==> src/design/prs_pkg.sv <==
package prs_pkg;

	localparam int POP_SIZE_DEF = 64;
	localparam int ID_BITS_DEF  = 16;

	localparam int OBJ_W   = 32;
	localparam int FIT_W   = 16;
	localparam int DRAW_W  = 16;
	localparam int FUNC_W  = 3;
	localparam int ST_W    = 3;
	localparam int DIV_Q_W = 25;
	localparam int DIV_C_W = 5;

	localparam logic [FUNC_W-1:0] F_ADD    = 3'd0;
	localparam logic [FUNC_W-1:0] F_REMOVE = 3'd1;
	localparam logic [FUNC_W-1:0] F_UPDATE = 3'd2;
	localparam logic [FUNC_W-1:0] F_PICK   = 3'd3;
	localparam logic [FUNC_W-1:0] F_CLEAR  = 3'd4;

	localparam logic [ST_W-1:0] ST_OK       = 3'd0;
	localparam logic [ST_W-1:0] ST_FULL     = 3'd1;
	localparam logic [ST_W-1:0] ST_NOID     = 3'd2;
	localparam logic [ST_W-1:0] ST_EMPTY    = 3'd3;
	localparam logic [ST_W-1:0] ST_DEGEN    = 3'd4;
	localparam logic [ST_W-1:0] ST_PICKFAIL = 3'd5;

	localparam logic CFG_MODE  = 1'b0;
	localparam logic CFG_WORST = 1'b1;

	localparam logic [FIT_W-1:0] WORST_FIT_RST = 16'd655;

	localparam logic signed [OBJ_W-1:0] OBJ_MAXV = 32'sh7fff_ffff;
	localparam logic signed [OBJ_W-1:0] OBJ_MINV = 32'sh8000_0000;

	// quotient bits below the binary point of the dividend
	localparam logic [DIV_C_W-1:0] DIV_SH_LIN  = 5'd16;
	localparam logic [DIV_C_W-1:0] DIV_SH_QUAD = 5'd24;

	typedef struct packed {
		logic start;
		logic wide;
	} div_req_t;

	typedef struct packed {
		logic                done;
		logic [DIV_Q_W-1:0]  quot;
	} div_rsp_t;

	function automatic logic [FIT_W-1:0] sat_fit(input logic [DIV_Q_W-1:0] q);
		sat_fit = (|q[DIV_Q_W-1:FIT_W]) ? {FIT_W{1'b1}} : q[FIT_W-1:0];
	endfunction

endpackage

==> src/design/prs_div.sv <==
module prs_div (
	input  logic                      clk,
	input  logic                      arst_n,
	input  prs_pkg::div_req_t         req,
	input  logic [prs_pkg::OBJ_W-1:0] dvd,
	input  logic [prs_pkg::OBJ_W-1:0] dvs,
	output prs_pkg::div_rsp_t         rsp
);
	import prs_pkg::*;

	// floor(dvd * 2^shift / dvs), dividend never above divisor, one bit a cycle
	logic [OBJ_W-1:0]   rem_q;
	logic [OBJ_W-1:0]   dvs_q;
	logic [DIV_Q_W-1:0] q_q;
	logic [DIV_C_W-1:0] cnt_q;
	logic               busy_q;
	logic               first_q;
	logic               done_q;
	logic [OBJ_W:0]     ext;
	logic [OBJ_W:0]     diff;
	logic               ge;

	always_comb begin
		ext  = first_q ? {1'b0, rem_q} : {rem_q, 1'b0};
		ge   = ext >= {1'b0, dvs_q};
		diff = ext - {1'b0, dvs_q};
	end

	always_ff @(posedge clk or negedge arst_n) begin
		if (!arst_n) begin
			busy_q  <= 1'b0;
			done_q  <= 1'b0;
			first_q <= 1'b0;
			cnt_q   <= '0;
		end else begin
			done_q <= busy_q && (cnt_q == '0);
			if (req.start) begin
				busy_q  <= 1'b1;
				first_q <= 1'b1;
				cnt_q   <= req.wide ? DIV_SH_QUAD : DIV_SH_LIN;
			end else if (busy_q) begin
				first_q <= 1'b0;
				cnt_q   <= cnt_q - DIV_C_W'(1);
				if (cnt_q == '0) begin
					busy_q <= 1'b0;
				end
			end
		end
	end

	always_ff @(posedge clk) begin
		if (req.start) begin
			rem_q <= dvd;
			dvs_q <= dvs;
			q_q   <= '0;
		end else if (busy_q) begin
			rem_q <= ge ? diff[OBJ_W-1:0] : ext[OBJ_W-1:0];
			q_q   <= {q_q[DIV_Q_W-2:0], ge};
		end
	end

	assign rsp.done = done_q;
	assign rsp.quot = q_q;

endmodule

==> config.mk <==
export PLATFORM = sky130hd
export DESIGN_NAME = prs_div
export DESIGN_NICKNAME = d
export VERILOG_FILES = /design/src/design/prs_pkg.sv /design/src/design/prs_div.sv
export SDC_FILE = /design/constraint.sdc
export NUM_CORES = 1
export LEC_CHECK = 0
export BUFFER_PORTS_ARGS = -buffer_cell sky130_fd_sc_hd__buf_2
export CAP_MARGIN = 5
export CORE_MARGIN = 8
export CORE_UTILIZATION = 53
export CTS_BUF_LIST = sky130_fd_sc_hd__clkbuf_4 sky130_fd_sc_hd__clkbuf_8 sky130_fd_sc_hd__clkbuf_16
export DETAILED_ROUTE_END_ITERATION = 12
export PLACE_DENSITY = 0.75
export SETUP_SLACK_MARGIN = 0.1
export SLEW_MARGIN = 20
export SYNTH_ARGS = -nofsm -noshare
export SYNTH_HDL_FRONTEND = slang
export SYNTH_SLANG_ARGS = --single-unit
==> constraint.sdc <==
create_clock -name clk -period 4.77 [get_ports clk]
set_input_delay 0.477 -clock clk [delete_from_list [all_inputs] [get_ports clk]]
set_output_delay 0.477 -clock clk [all_outputs]
set_load 0.05 [all_outputs]
; After elaboration in Yosys (flattened, before gate mapping)
; Cells that the tools add are included.
[totals]
register_bits = 97
latch_bits = 0
ramBits = 0
rom_bits = 0
in_bits = 68
output_inout_bits = 26
elab_cells = 25
mem_count = 0
[classes]
n_addsub = 2
multipliers = 0
div_mod_pow = 0
order_cmp = 1
eq_ne = 0
shift = 0
muxes = 12
bitwise_logic = 0
n_reduce_logical = 3
[ops]
columns = operator, n
row1 = two-way mux 32 bit, 3
row2 = >= comparator 33 x 32 -> 1 bit, 1
row3 = two-way mux 33 bit, 1
row4 = subtractor 32 bit, 1
row5 = two-way mux 5 bit, 2
row6 = zero test 5 bit, 1
row7 = two-way mux 1 bit, 5
row8 = subtractor 5 x 1 -> 5 bit (second input constant), 1
row9 = two-way mux 4 bit, 1
row10 = nonzero test 2 bit, 1
row11 = logical AND 1 bit, 1

; Depth between registers and ports, before layout
; Gate-level depths: netlist (run 1).
[depth]
ltp_word = 5
depth_mapped = 15
depth_no_buf = 11

; Worst setup path after synthesis (run 1)
; Ideal clock, no wire load.
[synth_path]
kind = register -> register
from = reg first_q
to = reg rem_q[31], data pin
setup_time_ns = 0.255
t_arrival_ns = 3.516
required_time_ns = 4.515
path_slack_ns = 0.999
stages_incl_launch_ff = 14
n_path_buf = 3
path_cell_list = dfrtp_1 clkbuf_1 clkbuf_1 mux2_2 ha_1 buf_2 nand2_1 a211oi_2 nor2_1 or3_4 o311ai_4 a31oi_4 or4_1 and3_1
[synth_via]
elab_chain_len = 5
[synth_rtl]
columns = element, line
row1 = from (decl), prs_div.sv:17  ; logic first_q;
row2 = from (signal assigned), prs_div.sv:33  ; first_q <= 1'b0;
row3 = from (signal assigned), prs_div.sv:39  ; first_q <= 1'b1;
row4 = from (signal assigned), prs_div.sv:42  ; first_q <= 1'b0;
row5 = two-way mux 33 bit *, prs_div.sv:24  ; ext = first_q ? {1'b0, rem_q} : {rem_q, 1'b0};
row6 = subtractor 32 bit / >= comparator 33 x 32 -> 1 bit (equally long branches), "prs_div.sv:26, prs_div.sv:25"
row7 = two-way mux 32 bit *, prs_div.sv:57  ; rem_q <= ge ? diff[OBJ_W-1:0] : ext[OBJ_W-1:0];
row8 = two-way mux 32 bit *, prs_div.sv:56  ; end else if (busy_q) begin
row9 = two-way mux 32 bit *, prs_div.sv:52  ; if (req.start) begin
row10 = to (signal assigned), prs_div.sv:53  ; rem_q <= dvd;
row11 = to (signal assigned), prs_div.sv:57
row12 = to (decl), prs_div.sv:12  ; logic [OBJ_W-1:0] rem_q;
; Every way passes the cells marked *; elsewhere a longest branch is shown, timed or not. The select of a mux whose other input is x is not followed.
; A chain may end at the register's enable or synchronous reset.

; Worst setup path after layout (run 1)
[layout_path]
from = reg first_q
to = reg rem_q[20], data pin
; Same word-level chain as after synthesis.

==> impl_metrics.json, run 1 <==
{
  "ys.flop_type": "edfxtp_1",
  "worstPathRequired_ns": 4.88,
  "post_drt_wl_per_cell_um": 16.79,
  "grt_antenna_before_repair": 0,
  "ys_seq_area_share_pct": 42.70,
  "drt-initial-drc-count": 350,
  "hold_viol": 0,
  "syn_area_per_cell_um2": 9.567,
  "clkSinkCount": 97,
  "gp_congestion": 0.9575,
  "die_x_um": 123.7,
  "drive_above_1_share_pct": 21.87,
  "design.core.area_um2": 11370,
  "timing.fmax_ghz": 0.2356,
  "rrSetupSlack_ns": 0.52,
  "tns_ns": 0,
  "antenna_cells": 0,
  "cts_buffers": 9,
  "grtUsageTotal_pct": 19.67,
  "grt_pass1_wl_um": 24050,
  "syn_inst": 642,
  "synth_top_area_share_pct": 31.29,
  "slew_headroom_pct": 38.23,
  "synth.area.top_cells": "edfxtp_1, dfxtp_1, ha_1",
  "period_needed_ns": 4.245,
  "io_buffers": 93,
  "synth-edff-count": 64,
  "drc": 0,
  "post-dp-hpwl_um": 10630,
  "synth_nets": 745,
  "clock_tree.buffer_depth": 2,
  "critical_path_class": "flop to flop",
  "finalWirelength_um": 14610,
  "status": "complete, no violations",
  "setup_viol": 0,
  "yosysMostFrequentCell": "nand2_1",
  "final.period_utilization_pct": 89.00,
  "start_util_pct": 54.02,
  "drv_cap": 0,
  "die_height_um": 123.7,
  "worst_pin_slew_ns": 0.9265,
  "holdPathStages": 1,
  "fin_area_um2": 7034,
  "path_clk_slew_ns": 0.08,
  "crit_fanout": 24,
  "fin_nets": 825,
  "area_delta_synth_final_pct": 14.52,
  "grt_overflow": 0,
  "crit_arrival_ns": 4.35,
  "postCtsResizedCells": 0,
  "first_pass_iters": 5,
  "yosysTopAreaCell": "edfxtp_1",
  "row_count": 39,
  "fin_worst_skew_ns": 0.01009,
  "grt_max_degree": 84,
  "syn-cell-area_um2": 6142,
  "dpl_cell_area_um2": 6705,
  "ys_seq_elements": 97,
  "yosys_warnings": 0,
  "p_per_area_nw_per_um2": 626.2,
  "vdd_drop_max_mv": 0.3678,
  "root_buffer": "clkbuf_16",
  "slew_violations": 0,
  "clk_latency_ns": 0.36,
  "die-area_um2": 15290,
  "grt_pass1_vias": 5039,
  "worst-r2r-cell-count": 12,
  "regArea_um2": 2623,
  "cts_tree": "done",
  "power.leakage_nw": 3.259,
  "netlist_top_cells_count": "nand2_1, nor2_1, edfxtp_1",
  "hp-class": "input pin to flop",
  "nFillCells": 961,
  "multi_input_area_um2": 3206,
  "rsz0062_at_grt": "no",
  "crit_path_start_kind": "flop",
  "htree_levels": 3,
  "viasPerCell": 5.749,
  "synth_cell_types": 56,
  "synthArstFlopShare_pct": 8.247,
  "endpoint_kind": "flop",
  "pin_count": 94,
  "final_antenna_net_count": 0,
  "via_count": 5002
}
[placed cells by master (no fill, tap or decap), types with 13 or more instances in the layout]
master and n:
mux2i_1 31, inv_1 44, nor2_1 68, o21ai_0 21, a31oi_1 17, ha_1 34
buf_2 93, dfxtp_1 25, a21oi_1 43, a21o_1 13, nand2_1 78, edfxtp_1 64
mux2_2 33, xnor2_1 17
[worst max-delay path, cell delays in order (launching register included)]
cell	delay, ns
dfrtp_1	0.38
buf_4	0.34
mux2_2	0.41
ha_1	0.37
a21oi_1	0.28
and2_1	0.22
a21oi_1	0.11
nor3_2	0.46
o311ai_4	0.22
a31oi_4	0.68
buf_4	0.32
or3_1	0.13
a2bb2oi_1	0.06
[logic make-up after synthesis]
logic type	Yosys count	share of synthesized area [%]
AO/OA/AOI/OAI	146	16.01
buffers and inverters	78	5.113
flip-flops	97	42.70
AND/OR/NAND/NOR	195	13.97
multiplexers	64	11.10
XOR/XNOR	27	3.850
adder cells (fa/ha/maj)	35	7.252
[final cells by class]
class                   instances  share of cell area [%]
repair buffers                103                   7.720
inverters                      44                   2.348
well taps                     143                   2.544
flip-flops and latches         97                   37.28
multi-input cells             467                   45.57
clock inverters                 7                   1.334
clock buffers                   9                   3.202
[per-layer routing]
| metal | vias up | part of all wire (%) | track usage (%) |
|---|---|---|---|
| met1 | 2347 | 45 | 25.60 |
| li1 | 2480 | - | - |
| met4 | 0 | 2.1 | 7.073 |
| met3 | 23 | 6.3 | 4.442 |
| met5 | - | 0 | 0 |
| met2 | 152 | 47 | 31.53 |
[worst paths after layout]
path	startpoint	end
min in group asynchronous	arst_n	first_q
hold / removal	dvs[29]	dvs_q[29]
max in group asynchronous	arst_n	cnt_q[1]
setup / recovery	first_q	rem_q[20]
hold reg to reg	q_q[24]	q_q[24]
setup reg to reg	first_q	rem_q[20]
[power breakdown]
group | internal [W] | switching, W
registers | 0.00114 | 0.000107
clock network | 0.000382 | 0.000375
logic | 0.000992 | 0.00141
[flip-flops by register name, summed over array words and instances (netlist names)]
signal and flops:
done_q 1, busy_q 1, first_q 1, dvs_q 32
q_q 25, cnt_q 5, rem_q 32
[what timing repair did]
| item | CTS | global route |
|---|---|---|
| buffers inserted | 0 | 0 |
| endpoints found under the hold margin | 8 | 0 |
| hold buffers | 1 | 0 |
[stage by stage]
step | total power, W | setup WS [ns] | std cells | utilization, % | hold slack [ns]
finish | 0.004405 | 0.5247 | 870 | 61.87 | 0.2825
global route | 0.004731 | 0.2891 | 870 | 61.87 | 0.2709
CTS | 0.004395 | 0.5676 | 870 | 61.87 | 0.2737
detailed placement | 0.003611 | 0.6185 | 853 | 58.97 | 0.3402
global placement | 0.003540 | 0.7771 | 853 | 58.97 | 0.3433
floorplan | 0.003124 | 0.9992 | 642 | - | 0.1814
Note: power is estimated with default switching activity, not from simulation.
==> run 2: changes to the inputs <==
GPL_TIMING_DRIVEN = 0   (was unset)
==> run 2 against run 1 <==
Sequential share of layout area decreased by 0.45 points. Total power grew 0.75%. Global-route usage grew 1.3 points. Flip-flop and latch count did not move. Final cell count increased by 3.0%. Maximum frequency shrank 2.8%. Clock-buffer cell count rose by 1. Cell area is 1.2% higher. Wire length is 7.9% higher. Sequential power barely moved. Clock power decreased by 6.6%. Setup slack lost 0.12 ns. Critical path type unchanged.
==> impl_metrics.json, run 2 (synthesis gave the netlist of run 1 again) <==
{
  "swShare_pct": 43.11,
  "route.met3.wl_um": 1178,
  "tns_ns": 0,
  "top_layer": "met4",
  "dpl_cell_area_um2": 6817,
  "period_needed_ns": 4.369,
  "path_clk_slew_ns": 0.07,
  "via_count": 5181,
  "crit_arrival_ns": 4.56,
  "fin_nets": 851,
  "grt_pass1_wl_um": 25200,
  "power.leakage_nw": 3.298,
  "grt_overflow": 0,
  "design.core.area_um2": 11370,
  "die_height_um": 123.7,
  "hold_viol": 0,
  "htree_levels": 3,
  "final_antenna_net_count": 0,
  "die-area_um2": 15290,
  "grt_pass1_vias": 5159,
  "crit_chain": "clkbuf_1, clkbuf_2, mux2_2, ha_1, a21oi_1, o21ai_1, a2111o_1, nor3_4, o311ai_4, a31oi_4, buf_4, buf_4, nand2_1, a31oi_1",
  "area_delta_synth_final_pct": 15.91,
  "root_buffer": "clkbuf_16",
  "seq_power_share_pct": 28.0,
  "row_count": 39,
  "worst_pin_slew_ns": 0.8317,
  "first_pass_iters": 5,
  "cp_num_buf_inv": 4,
  "endpoint_kind": "flop",
  "gp_congestion": 0.9763,
  "hp-class": "input pin to flop",
  "clock_tree.buffer_depth": 2,
  "die_x_um": 123.7,
  "slowest_delay_ns": 0.40,
  "critPathSlowestCell": "mux2_2",
  "slew_headroom_pct": 44.55,
  "setup_viol": 0,
  "viasPerCell": 5.782,
  "crit_fanout": 10,
  "timing.fmax_ghz": 0.2289,
  "met2_length_um": 7334,
  "critPathTopFamily": "compound AO/OA/AOI/OAI gates",
  "start_util_pct": 54.02,
  "final_cell_mix": "buf_2, nand2_1, nor2_1",
  "post-dp-hpwl_um": 11750,
  "cts_tree": "done",
  "final_common_cell": "buf_2",
  "post-route-util_pct": 62.62,
  "drt-initial-drc-count": 459,
  "dp_cells": 879,
  "drv_cap": 0,
  "drive_above_1_share_pct": 21.91,
  "fin_worst_skew_ns": 0.01019,
  "cpMostUsedCell": "buf_4",
  "final_cells": 896,
  "cts_buffers": 9,
  "clk_latency_ns": 0.36,
  "rrSetupSlack_ns": 0.40,
  "met1_length_um": 6899,
  "pwr-share-comb_pct": 56.0,
  "grt_antenna_before_repair": 0,
  "p_clk_share_pct": 15.9,
  "final.period_utilization_pct": 91.60,
  "intPower_w": 0.002524,
  "grtUsageTotal_pct": 20.99,
  "finalWirelength_um": 15770,
  "p_sw_w": 0.001913,
  "largestRegisters": "dvs_q: 32 flops, rem_q: 32 flops, q_q: 25 flops",
  "clkSinkCount": 97,
  "grt_max_degree": 34,
  "status": "complete, no violations",
  "post_drt_wl_per_cell_um": 17.60,
  "worstPathRequired_ns": 4.96,
  "vdd_drop_max_mv": 0.2896,
  "critical_path_class": "flop to flop",
  "pin_count": 94,
  "drc": 0,
  "crit_path_start_kind": "flop",
  "fin_area_um2": 7119,
  "rsz0062_at_grt": "no",
  "antenna_cells": 0,
  "io_buffers": 93,
  "p_per_area_nw_per_um2": 623.3,
  "slew_violations": 0
}
## run 2: cell count changes in the layout (fill, tap and decap cells not counted), sizes merged
cell | previous run | this run
inv | 48 | 50
clkbuf | 9 | 31
buf | 102 | 107
clkinv | 3 | 0
## run 2: worst paths after layout
path                          from        end  depth (start not counted)
setup / recovery           first_q  rem_q[13]                         14
hold / removal             dvs[17]  dvs_q[17]                          1
setup reg to reg           first_q  rem_q[13]                         14
hold reg to reg            q_q[24]    q_q[24]                          2
max in group asynchronous   arst_n   cnt_q[3]                          2
min in group asynchronous   arst_n   cnt_q[2]                          2
## run 2: layer usage
metal	global-route usage, %	vias up
met5	0	-
met4	7.976	0
met3	6.120	30
met2	33.34	188
met1	26.55	2442
li1	-	2521
## run 2: metrics by stage
stage	power, W	setup slack, ns	hold WS, ns
5_1_grt	0.004749	0.1426	0.2745
3_3_place_gp	0.003580	0.03782	0.3212
4_1_cts	0.004387	0.2397	0.2776
6_report	0.004437	0.4007	0.2883
3_5_place_dp	0.003657	0.003278	0.3274
2_1_floorplan	0.003124	0.9992	0.1814
## run 2: layout make-up
class,instances,area [µm²]
buffer,34,153.9
sequential,97,2623
clock inverter,6,47.55
fill,936,4250
clock buffer,10,232.7
timing repair buffer,95,503.0
inverter,44,165.2
tap,143,178.9
multi-input combinational,467,3216
## run 2: power by group through the flow
stage / logic [W] / clock network [W] / registers, W
final: 0.00249 / 0.000707 / 0.00124
after detailed placement: 0.00240 / 0 / 0.00126
after global routing: 0.00273 / 0.000751 / 0.00127
after global placement: 0.00233 / 0 / 0.00125
after floorplan: 0.00188 / 0 / 0.00124
after CTS: 0.00242 / 0.000722 / 0.00124
## run 2: repair_timing
| action | 4_1_cts | 5_1_grt |
|---|---|---|
| hold buffers | 1 | 0 |
| gates resized for setup | 2 | 6 |
| endpoints found under the hold margin | 8 | 0 |
| setup endpoints to repair | 11 | 24 |
| buffers inserted | 0 | 0 |
==> run 3: changes to the inputs <==
CORE_UTILIZATION = 52   (was 53)
PLACE_DENSITY = 0.83   (was 0.75)
clock period = 3.5 ns   (was 4.77 ns; I/O delays follow)
==> run 3 against run 2 <==
The flow now finishes with violations (setup timing). Non-clock buffer count up 37. Global-route usage increased by 1.6 points. Wire length is 16% higher. Critical path type unchanged. Largest power group unchanged.
==> impl_metrics.json, run 3 (synthesis gave the netlist of run 1 again) <==
{
  "critPathSlowestCell": "or4_4",
  "endpoint_kind": "flop",
  "setup_viol": 24,
  "crit_path_start_kind": "flop",
  "period_needed_ns": 3.604,
  "fin_worst_skew_ns": 0.007682,
  "crit_chain": "buf_8, clkbuf_16, mux2_4, ha_4, buf_8, nand2_4, a211oi_2, nor2_2, or3_4, o311ai_4, a31oi_4, buf_6, or4_4, and3_1",
  "p_clk_share_pct": 14.1,
  "drive_above_1_share_pct": 33.80,
  "rsz0062_at_grt": "yes",
  "clkSinkCount": 97,
  "setup_slack_ns": -0.1042,
  "seq_power_share_pct": 22.5,
  "p_per_area_nw_per_um2": 935.9,
  "grt_pass1_wl_um": 28900,
  "grt_pass1_vias": 5793,
  "worst-r2r-cell-count": 14,
  "final_antenna_net_count": 0,
  "drt-initial-drc-count": 390,
  "pwr-share-comb_pct": 63.3,
  "power.leakage_nw": 3.656,
  "viasPerCell": 6.043,
  "post_drt_wl_per_cell_um": 19.56,
  "worst_pin_slew_ns": 0.8612,
  "swShare_pct": 42.67,
  "root_buffer": "clkbuf_16",
  "finalWirelength_um": 18250,
  "htree_levels": 3,
  "hold_viol": 0,
  "slew_violations": 0,
  "final_cell_mix": "buf_2, nor2_1, nand2_1",
  "die_height_um": 124.7,
  "grt_overflow": 0,
  "dp_slack_ns": -0.6331,
  "die_x_um": 124.7,
  "crit_fanout": 6,
  "grtUsageTotal_pct": 22.60,
  "final.period_utilization_pct": 103.0,
  "pin_count": 94,
  "first_pass_iters": 5,
  "drv_cap": 0,
  "final_cells": 933,
  "largestRegisters": "dvs_q: 32 flops, rem_q: 32 flops, q_q: 25 flops",
  "worstPathRequired_ns": 3.63,
  "clk_latency_ns": 0.37,
  "final_common_cell": "buf_2",
  "area_delta_synth_final_pct": 31.76,
  "row_count": 39,
  "fin_nets": 888,
  "tns_ns": -0.6149,
  "grt_antenna_before_repair": 0,
  "crit_arrival_ns": 3.73,
  "design.core.area_um2": 11470,
  "p_sw_w": 0.003232,
  "grt_max_degree": 34,
  "slew_headroom_pct": 42.38,
  "slowest_delay_ns": 0.40,
  "cts_tree": "done",
  "clock_tree.buffer_depth": 2,
  "drc": 0,
  "cts_buffers": 9,
  "path_clk_slew_ns": 0.08,
  "hold_ws_ns": 0.1517,
  "holdPathStages": 1,
  "gp_congestion": 0.9071,
  "antenna_cells": 0,
  "dp_cells": 878,
  "vdd_drop_max_mv": 0.5305,
  "start_util_pct": 53.56,
  "fin_total_pwr_w": 0.007574,
  "hp-class": "input pin to flop",
  "cpMostUsedCell": "buf_8",
  "post-dp-hpwl_um": 11940,
  "intPower_w": 0.004342,
  "violations": "setup timing",
  "io_buffers": 93,
  "timing.fmax_ghz": 0.2775,
  "status": "finished with violations",
  "die-area_um2": 15550,
  "critical_path_class": "flop to flop",
  "via_count": 5638
}
run 3: timing repair:
item                                   in CTS  in global routing
setup buffers                              23                 11
gates cloned                                5                  0
endpoints found under the hold margin       8                  0
resized for setup                          89                 30
setup endpoints to repair                  33                 33
pin swaps                                  27                 15
hold buffers                                1                  0
run 3: per-layer routing:
metal | GRT usage (%) | wire (µm)
met1 | 26.53 | 7302
met2 | 36.93 | 8700
met3 | 6.553 | 1565
met4 | 11.20 | 677
met5 | 0 | 0
run 3: worst paths after layout:
| path | start | endpoint | slack (ns) |
|---|---|---|---|
| worst max-delay path | first_q | rem_q[31] | -0.10 |
| worst min-delay path | dvs[16] | dvs_q[16] | 0.15 |
| worst max register to register | first_q | rem_q[31] | -0.10 |
| worst min register to register | q_q[0] | q_q[0] | 0.52 |
| max in group asynchronous | arst_n | busy_q | 2.99 |
| min in group asynchronous | arst_n | cnt_q[3] | 0.35 |
run 3: per-stage QoR:
stage	utilization (%)	area, µm²
global route	70.57	8093
global placement	60.29	6914
finish	70.57	8093
CTS	68.73	7881
detailed placement	60.32	6917
floorplan	-	6270
run 3: power by group through the flow:
stage	Combinational (W)	Clock, W	Sequential [W]
floorplan	0.00265	0	0.00170
global route	0.00513	0.00111	0.00174
finish	0.00480	0.00107	0.00171
CTS	0.00434	0.00107	0.00169
detailed placement	0.00338	0	0.00172
global placement	0.00328	0	0.00170
run 3: final cells by class:
class / count / area [µm²]
inverter: 44 / 165.2
timing repair buffer: 132 / 843.3
sequential: 97 / 2623
clock buffer: 9 / 225.2
buffer: 34 / 310.3
fill: 778 / 3374
clock inverter: 7 / 97.59
multi-input combinational: 467 / 3650
tap: 143 / 178.9
run 3: worst max-delay path: cells and delay by family (launching register included):
kind	cells	cell delay, ns
AOI/OAI and AO/OA	3	0.76
adders and majority gates	1	0.27
buffers and inverters	4	0.59
DFF	1	0.39
muxes	1	0.32
and+or+nand+nor	5	1.03
